File: src/hslrgb_pkg.sv
// Shared types, constants and helpers of the HSL to RGB conversion pipeline.
package hslrgb_pkg;

   localparam int FRAC_BITS = 16;

   // Value widths derived from the internal fraction width
   localparam int ONE_W = FRAC_BITS + 1;
   localparam int LVL_W = FRAC_BITS + 2;
   localparam int Q_W   = 12;
   localparam int CQ_W  = ONE_W + Q_W;
   localparam int N_W   = CQ_W - 8;

   // floor(n / 15) by reciprocal: estimate is exact or one low
   localparam int RCP_K = N_W;
   localparam int RCP_W = RCP_K - 3;
   localparam longint unsigned RCP_M_L = (64'd1 << RCP_K) / 15;
   localparam logic [RCP_W-1:0] RCP_M = RCP_W'(RCP_M_L);
   localparam logic [N_W-1:0] DIV_REST = N_W'(15);

   localparam int UP_SH = (FRAC_BITS >= 16) ? (FRAC_BITS - 16) : 0;
   localparam int DN_SH = (FRAC_BITS < 16) ? (16 - FRAC_BITS) : 0;

   localparam logic [15:0] HUE_FULL  = 16'd23040;
   localparam logic [15:0] HUE_TWICE = 16'd46080;
   localparam logic [14:0] HUE_SEXT  = 15'd3840;
   localparam logic [16:0] Q16_ONE   = 17'h10000;

   typedef enum logic [2:0] {
      SEXT_RED_YEL = 3'd0,
      SEXT_YEL_GRN = 3'd1,
      SEXT_GRN_CYN = 3'd2,
      SEXT_CYN_BLU = 3'd3,
      SEXT_BLU_MAG = 3'd4,
      SEXT_MAG_RED = 3'd5
   } sext_type;

   typedef struct packed {
      logic [15:0] hue_angle;
      logic [16:0] sat_level;
      logic [16:0] light_level;
      logic [7:0]  alpha_in;
   } hsl_req_type;

   typedef struct packed {
      logic [7:0] red_out;
      logic [7:0] green_out;
      logic [7:0] blue_out;
      logic [7:0] alpha_out;
   } hsl_rsp_type;

   // Front end result: sextant, position, doubled lightness, s * (1 - |2l - 1|)
   typedef struct packed {
      sext_type             sext;
      logic [Q_W-1:0]       q;
      logic [LVL_W-1:0]     two_l;
      logic [2*ONE_W-1:0]   sc;
      logic [7:0]           alpha;
   } st2_type;

   typedef struct packed {
      logic    valid;
      st2_type data;
   } pipe2_type;

   // Chroma and hue ramp term, ready for level forming
   typedef struct packed {
      sext_type         sext;
      logic [LVL_W-1:0] two_l;
      logic [ONE_W-1:0] chroma;
      logic [ONE_W-1:0] x;
      logic [7:0]       alpha;
   } st5_type;

   typedef struct packed {
      logic    valid;
      st5_type data;
   } pipe5_type;

   // Q1.16 to internal fraction width
   function automatic logic [ONE_W-1:0] to_internal(input logic [16:0] v);
      logic [ONE_W+15:0] w;
      w = (ONE_W + 16)'(v);
      w = (w << UP_SH) >> DN_SH;
      return w[ONE_W-1:0];
   endfunction

endpackage

File: src/hsl_to_rgb_convert_unit.sv
// Top level of the HSL to RGB pixel converter.
// One pixel is taken in every clock: busy stays low, so each cycle with start
// high is a transfer. The result leaves 7 cycles later on rsp_data with a
// one-cycle rsp_strobe, in input order, and must be captured in that cycle.
// The seven register stages are hue wrap and clamp, sextant split with the
// saturation product, the hue ramp product, the reciprocal product that
// divides it by the sextant width, the remainder fix, channel selection, and
// scaling to 8 bits; each multiplier sits in a stage of its own.
module hsl_to_rgb_convert_unit (
   input  logic                    clock,
   input  logic                    reset,
   input  logic                    start,
   output logic                    busy,
   input  hslrgb_pkg::hsl_req_type req_data,
   output logic                    rsp_strobe,
   output hslrgb_pkg::hsl_rsp_type rsp_data
);
   import hslrgb_pkg::*;

   logic      in_xfer;
   pipe2_type st2;
   pipe5_type st5;

   assign busy    = 1'b0;
   assign in_xfer = start & ~busy;

   hslrgb_front u_front (
      .clock   (clock),
      .reset   (reset),
      .in_xfer (in_xfer),
      .req     (req_data),
      .st2     (st2)
   );

   hslrgb_xcalc u_xcalc (
      .clock (clock),
      .reset (reset),
      .st2   (st2),
      .st5   (st5)
   );

   hslrgb_out u_out (
      .clock      (clock),
      .reset      (reset),
      .st5        (st5),
      .rsp_strobe (rsp_strobe),
      .rsp_data   (rsp_data)
   );

   a_latency: assert property (@(posedge clock) disable iff (reset)
      in_xfer |-> ##7 rsp_strobe)
      else $error("transfer did not produce a result after 7 cycles");

   a_no_spurious: assert property (@(posedge clock) disable iff (reset)
      !in_xfer |-> ##7 !rsp_strobe)
      else $error("result without a matching transfer");

   a_alpha_pass: assert property (@(posedge clock) disable iff (reset)
      in_xfer |-> ##7 (rsp_data.alpha_out == $past(req_data.alpha_in, 7)))
      else $error("alpha not carried through");

endmodule

File: src/hslrgb_front.sv
// Front stages: hue wrap and input clamp, then sextant split and saturation product.
module hslrgb_front (
   input  logic                    clock,
   input  logic                    reset,
   input  logic                    in_xfer,
   input  hslrgb_pkg::hsl_req_type req,
   output hslrgb_pkg::pipe2_type   st2
);
   import hslrgb_pkg::*;

   typedef struct packed {
      logic [14:0]      hue;
      logic [ONE_W-1:0] s;
      logic [ONE_W-1:0] l;
      logic [7:0]       alpha;
   } st1_type;

   logic    v1_ff, v2_ff;
   st1_type st1_ff, st1_in;
   st2_type st2_ff, st2_in;

   logic [15:0] hue_w;
   logic [16:0] s_cl, l_cl;

   always_comb begin
      if (req.hue_angle >= HUE_TWICE) begin
         hue_w = req.hue_angle - HUE_TWICE;
      end else if (req.hue_angle >= HUE_FULL) begin
         hue_w = req.hue_angle - HUE_FULL;
      end else begin
         hue_w = req.hue_angle;
      end
      s_cl = (req.sat_level > Q16_ONE) ? Q16_ONE : req.sat_level;
      l_cl = (req.light_level > Q16_ONE) ? Q16_ONE : req.light_level;
      st1_in.hue   = hue_w[14:0];
      st1_in.s     = to_internal(s_cl);
      st1_in.l     = to_internal(l_cl);
      st1_in.alpha = req.alpha_in;
   end

   logic [2:0]       cnt;
   logic [14:0]      base;
   logic [Q_W-1:0]   pos;
   logic [LVL_W-1:0] one_l, two_l, dev;
   logic [ONE_W-1:0] om;

   always_comb begin
      cnt = 3'd0;
      for (int i = 1; i < 6; i++) begin
         if (st1_ff.hue >= 15'(i) * HUE_SEXT) begin
            cnt = cnt + 3'd1;
         end
      end
      base = 15'(cnt) * HUE_SEXT;
      pos  = Q_W'(st1_ff.hue - base);

      one_l = LVL_W'(1) << FRAC_BITS;
      two_l = {st1_ff.l, 1'b0};
      dev   = (two_l >= one_l) ? (two_l - one_l) : (one_l - two_l);
      om    = (dev <= one_l) ? ONE_W'(one_l - dev) : '0;

      st2_in.sext  = sext_type'(cnt);
      // falling half of the ramp in odd sextants
      st2_in.q     = cnt[0] ? (Q_W'(HUE_SEXT) - pos) : pos;
      st2_in.two_l = two_l;
      st2_in.sc    = (2*ONE_W)'(st1_ff.s) * (2*ONE_W)'(om);
      st2_in.alpha = st1_ff.alpha;
   end

   always_ff @(posedge clock) begin
      if (reset) begin
         v1_ff <= 1'b0;
         v2_ff <= 1'b0;
      end else begin
         v1_ff <= in_xfer;
         v2_ff <= v1_ff;
      end
   end

   always_ff @(posedge clock) begin
      st1_ff <= st1_in;
      st2_ff <= st2_in;
   end

   assign st2.valid = v2_ff;
   assign st2.data  = st2_ff;

endmodule

File: src/hslrgb_xcalc.sv
// Middle stages: chroma, hue ramp product and its division by the sextant width.
module hslrgb_xcalc (
   input  logic                  clock,
   input  logic                  reset,
   input  hslrgb_pkg::pipe2_type st2,
   output hslrgb_pkg::pipe5_type st5
);
   import hslrgb_pkg::*;

   typedef struct packed {
      sext_type         sext;
      logic [LVL_W-1:0] two_l;
      logic [ONE_W-1:0] chroma;
      logic [CQ_W-1:0]  cq;
      logic [7:0]       alpha;
   } st3_type;

   typedef struct packed {
      sext_type         sext;
      logic [LVL_W-1:0] two_l;
      logic [ONE_W-1:0] chroma;
      logic [N_W-1:0]   n;
      logic [ONE_W-1:0] est;
      logic [7:0]       alpha;
   } st4_type;

   logic    v3_ff, v4_ff, v5_ff;
   st3_type st3_ff, st3_in;
   st4_type st4_ff, st4_in;
   st5_type st5_ff, st5_in;

   logic [ONE_W-1:0]     chroma;
   logic [N_W-1:0]       n;
   logic [N_W+RCP_W-1:0] rprod;
   logic [N_W-1:0]       times15, rem;

   always_comb begin
      chroma        = st2.data.sc[FRAC_BITS +: ONE_W];
      st3_in.sext   = st2.data.sext;
      st3_in.two_l  = st2.data.two_l;
      st3_in.chroma = chroma;
      st3_in.cq     = CQ_W'(chroma) * CQ_W'(st2.data.q);
      st3_in.alpha  = st2.data.alpha;
   end

   // divide by 3840: drop 8 bits, then divide by 15 through the reciprocal
   always_comb begin
      n             = st3_ff.cq[CQ_W-1:8];
      rprod         = (N_W+RCP_W)'(n) * (N_W+RCP_W)'(RCP_M);
      st4_in.sext   = st3_ff.sext;
      st4_in.two_l  = st3_ff.two_l;
      st4_in.chroma = st3_ff.chroma;
      st4_in.n      = n;
      st4_in.est    = rprod[RCP_K +: ONE_W];
      st4_in.alpha  = st3_ff.alpha;
   end

   // estimate may be one low: fix it from the remainder
   always_comb begin
      times15       = N_W'({st4_ff.est, 4'b0000}) - N_W'(st4_ff.est);
      rem           = st4_ff.n - times15;
      st5_in.sext   = st4_ff.sext;
      st5_in.two_l  = st4_ff.two_l;
      st5_in.chroma = st4_ff.chroma;
      st5_in.x      = st4_ff.est + ONE_W'(rem >= DIV_REST);
      st5_in.alpha  = st4_ff.alpha;
   end

   always_ff @(posedge clock) begin
      if (reset) begin
         v3_ff <= 1'b0;
         v4_ff <= 1'b0;
         v5_ff <= 1'b0;
      end else begin
         v3_ff <= st2.valid;
         v4_ff <= v3_ff;
         v5_ff <= v4_ff;
      end
   end

   always_ff @(posedge clock) begin
      st3_ff <= st3_in;
      st4_ff <= st4_in;
      st5_ff <= st5_in;
   end

   assign st5.valid = v5_ff;
   assign st5.data  = st5_ff;

   a_x_le_chroma: assert property (@(posedge clock) disable iff (reset)
      v5_ff |-> (st5_ff.x <= st5_ff.chroma))
      else $error("ramp term exceeds chroma");

   a_rem_small: assert property (@(posedge clock) disable iff (reset)
      v4_ff |-> (rem < (DIV_REST + DIV_REST)))
      else $error("reciprocal estimate off by more than one");

endmodule

File: src/hslrgb_out.sv
// Back stages: channel levels by sextant, scaling to 8 bits and saturation.
module hslrgb_out (
   input  logic                    clock,
   input  logic                    reset,
   input  hslrgb_pkg::pipe5_type   st5,
   output logic                    rsp_strobe,
   output hslrgb_pkg::hsl_rsp_type rsp_data
);
   import hslrgb_pkg::*;

   typedef struct packed {
      logic [LVL_W-1:0] lvl_r;
      logic [LVL_W-1:0] lvl_g;
      logic [LVL_W-1:0] lvl_b;
      logic [7:0]       alpha;
   } st6_type;

   function automatic logic [7:0] chan_of(input logic [LVL_W-1:0] lvl);
      logic [LVL_W+7:0] w;
      logic [8:0]       v;
      w = {lvl, 8'h00} - (LVL_W + 8)'(lvl);
      v = w[LVL_W+7:FRAC_BITS+1];
      return (v > 9'd255) ? 8'hFF : v[7:0];
   endfunction

   logic        v6_ff, strobe_ff;
   st6_type     st6_ff, st6_in;
   hsl_rsp_type rsp_ff, rsp_in;

   logic [LVL_W-1:0] hi, lo, mid;

   always_comb begin
      hi  = st5.data.two_l + LVL_W'(st5.data.chroma);
      lo  = (st5.data.two_l >= LVL_W'(st5.data.chroma)) ?
            (st5.data.two_l - LVL_W'(st5.data.chroma)) : '0;
      mid = lo + LVL_W'({st5.data.x, 1'b0});
      st6_in.alpha = st5.data.alpha;
      case (st5.data.sext)
         SEXT_RED_YEL: begin
            st6_in.lvl_r = hi;  st6_in.lvl_g = mid; st6_in.lvl_b = lo;
         end
         SEXT_YEL_GRN: begin
            st6_in.lvl_r = mid; st6_in.lvl_g = hi;  st6_in.lvl_b = lo;
         end
         SEXT_GRN_CYN: begin
            st6_in.lvl_r = lo;  st6_in.lvl_g = hi;  st6_in.lvl_b = mid;
         end
         SEXT_CYN_BLU: begin
            st6_in.lvl_r = lo;  st6_in.lvl_g = mid; st6_in.lvl_b = hi;
         end
         SEXT_BLU_MAG: begin
            st6_in.lvl_r = mid; st6_in.lvl_g = lo;  st6_in.lvl_b = hi;
         end
         default: begin
            st6_in.lvl_r = hi;  st6_in.lvl_g = lo;  st6_in.lvl_b = mid;
         end
      endcase
   end

   always_comb begin
      rsp_in.red_out   = chan_of(st6_ff.lvl_r);
      rsp_in.green_out = chan_of(st6_ff.lvl_g);
      rsp_in.blue_out  = chan_of(st6_ff.lvl_b);
      rsp_in.alpha_out = st6_ff.alpha;
   end

   always_ff @(posedge clock) begin
      if (reset) begin
         v6_ff     <= 1'b0;
         strobe_ff <= 1'b0;
      end else begin
         v6_ff     <= st5.valid;
         strobe_ff <= v6_ff;
      end
   end

   always_ff @(posedge clock) begin
      st6_ff <= st6_in;
      rsp_ff <= rsp_in;
   end

   assign rsp_strobe = strobe_ff;
   assign rsp_data   = rsp_ff;

endmodule

File: config.mk
export PLATFORM = sky130hd
export DESIGN_NAME = hsl_to_rgb_convert_unit
export DESIGN_NICKNAME = d
export VERILOG_FILES = /design/src/hslrgb_pkg.sv /design/src/hsl_to_rgb_convert_unit.sv /design/src/hslrgb_front.sv /design/src/hslrgb_xcalc.sv /design/src/hslrgb_out.sv
export SDC_FILE = /design/constraint.sdc
export NUM_CORES = 2
export LEC_CHECK = 0
export ABC_AREA = 1
export BUFFER_PORTS_ARGS = -buffer_cell sky130_fd_sc_hd__buf_4
export CAP_MARGIN = 40
export CORE_ASPECT_RATIO = 0.8
export CORE_UTILIZATION = 35
export DETAILED_ROUTE_END_ITERATION = 16
export HOLD_SLACK_MARGIN = 0.15
export PLACE_DENSITY = 0.57
export SLEW_MARGIN = 20
export SYNTH_ARGS = -nofsm -noshare
export SYNTH_HDL_FRONTEND = slang
export SYNTH_HIERARCHICAL = 1
export SYNTH_SLANG_ARGS = --single-unit
File: constraint.sdc
create_clock -name clock -period 14.7 [get_ports clock]
set_clock_uncertainty 0.1 [all_clocks]
set_input_delay 2.94 -clock clock [delete_from_list [all_inputs] [get_ports clock]]
set_output_delay 2.94 -clock clock [all_outputs]
set_load 0.05 [all_outputs]
==> results.md <==
* Via density at just under 5
* Post-route setup slack at between 6000 and 7000 ps
* DP HPWL at about 82000 um
* Post-CTS Setup Bufs at 0
* Num Clock Sinks at approximately 430
* DRT antenna net count at 0
* Utilization after layout at about two fifths
* Nets@finish at around 5.8k
* Share of layout cells above drive strength 1 at approximately 6%
* Crit-path max cell delay at 600 ps
* Detailed Routing Iterations Pass 1 at 6
* RSZ-0062 raised after global routing: no
* Area growth from synthesis to layout at 9.858%
* WHS Path Cells at 0
* Die Width at ~370 um
* CP Data Arrival Time at ~9000 ps
* CP delay by family, top: adder cells
* Synth warn at 6
* CP startpoint kind: register
* Starting Density at 35.57%
* CORE AREA at 107400 sq um
* Die Ht at between 200 and 300 um
* Slew headroom at between 40% and 50%
* Buffers added on ports at 93
* Clk slew on worst S/H paths at 60 ps
* Most Frequent Cell on Critical Path: fa_1
* Mean post-synth cell area at 7.871 sq um
* Worst hold path startpoint: u_xcalc/st4_ff[63]
* Vias in the first global route at ~29k
* Final setup viols at 0
* DR iter-0 viols at between 2k and 2.5k
* Final weighted congestion in routability-driven placement at 0.9238
* Peak fanout along the critical path at between 80 and 90
* CP max stage cell: fa_1
* Initial antenna violation count at 0
* Crit path kind: register to register
* Post-Place Setup Slack at about 5900 ps
* Post-CTS sizing at 0
* Reg2reg start: u_front/st1_ff[8]
* First-pass GRT wire length at approximately 160000 um
* Critical path launch point: u_front/st1_ff[8]
* Max-slew violation count at 0
* Fin crit period at around 8600 ps
* MaxCap Viol Count at 0
* Skew-Pair Late Insertion Delay at ~630 ps
* Setup TNS Final at 0 ps
* Crit path buf inv count at 8
* Final Hold Viols at 0
* Register-to-register setup slack at approximately 6100 ps
* Min-Delay Path Class: register to register
* Hold-fix buffers, CTS at 0
* Cts bufs inserted at 46
* Post-Route Hold Slack at 188.4 ps
* Post-Syn Area at approximately 38000 sq um
* Outcome: complete, no violations
* Reg-to-reg critical path endpoint: u_front/st2[34]
* Die area at about 110000 sq um
* WL/cell at about 16 um
* Period utilisation layout at between 50% and 60%
* Root Buffer: clkbuf_16
* Standard-cell rows at 107
* Htree depth at 2
* Pin count of the biggest net entering global routing at roughly 100
* CTS tree: built
* FILL cells at 11.14k
* DR DRC count at 0
* Crit. End Element: register
* Via count at between 30k and 40k
* Worst r2r path cells at 35
* Fmax achieved at approximately 0.12 GHz
* Syn nets at about 5.7k
* Routed WL at 99620 um
* Post-Syn Instances at approximately 4.9k
* Grt ovf at 0
* Clock tree buffer depth at 3
* I/O pin count at 95
* Slew at the pin closest to its max-slew limit at 828.4 ps
* Crit path required time at approximately 15000 ps
* Min-Delay Endpoint: u_xcalc/st5[42]
* GRT Util Overall at roughly 18%
per-layer routing:
layer | up-vias | GRT usage, % | part of all wire, % | wire [um]
met4 | 0 | 3.900 | 1.8 | 1799
met2 | 945 | 26.23 | 42 | 41690
met3 | 113 | 2.590 | 6.5 | 6470
met1 | 14740 | 27.48 | 50 | 49660
met5 | - | 0 | 0 | 0
li1 | 15110 | - | - | -
stage by stage:
stage               std cells  cell area (sq um)
floorplan                4852              38190
global placement         6254              40160
detailed placement       6258              40180
CTS                      6342              41870
global route             6347              41950
finish                   6348              41960
worst max-delay path by stage:
stage                      endpoint  slack, ps  cells past startpoint
detailed placement  u_front/st2[34]       5900                     30
global route        u_front/st2[38]       5470                     33
floorplan           u_front/st2[34]       7770                     34
CTS                 u_front/st2[34]       5870                     30
global placement    u_front/st2[34]       6020                     30
finish              u_front/st2[34]       6110                     35
sequential cells by signal (all words and copies together) (netlist names):
signal and flops:
u_front/v1_ff 1, u_out/rsp_strobe 1, u_xcalc/st3_ff 46, u_xcalc/v5_ff 1, u_front/v2_ff 1, u_xcalc/st5 63, u_front/st2 57, u_xcalc/st4_ff 84
u_xcalc/n 21, u_front/st1_ff 57, u_out/v6_ff 1, u_xcalc/v4_ff 1, u_xcalc/v3_ff 1, u_out/rsp_data 32, u_out/st6_ff 54, u_out/rsp_in 8
placed cells by master, fill, tap and decap left out, drive strengths merged, types with 24 or more instances in the layout:
master     n
a21oi    192
buf      107
clkbuf    60
dfxtp    429
fa       401
ha       415
inv     1050
nand2    915
nand3    373
nand4     52
nor2     433
nor3      45
nor4      24
o21ai    110
o221ai    24
xnor2     31
xor2      98
cell type report:
type	instances	area (sq um)	share of cell area [%]
antenna	1	2.502	0.005964
clock buffer	59	1260	3.003
clock inverter	25	430.4	1.026
inverter	1054	3956	9.430
multi-input combinational	3255	25100	59.82
sequential	429	8588	20.47
tap	1417	1773	4.226
timing repair buffer	108	848.3	2.022
Power is not shown: default switching activity piles up to over one toggle a cycle in this logic, so the estimate is an artifact.
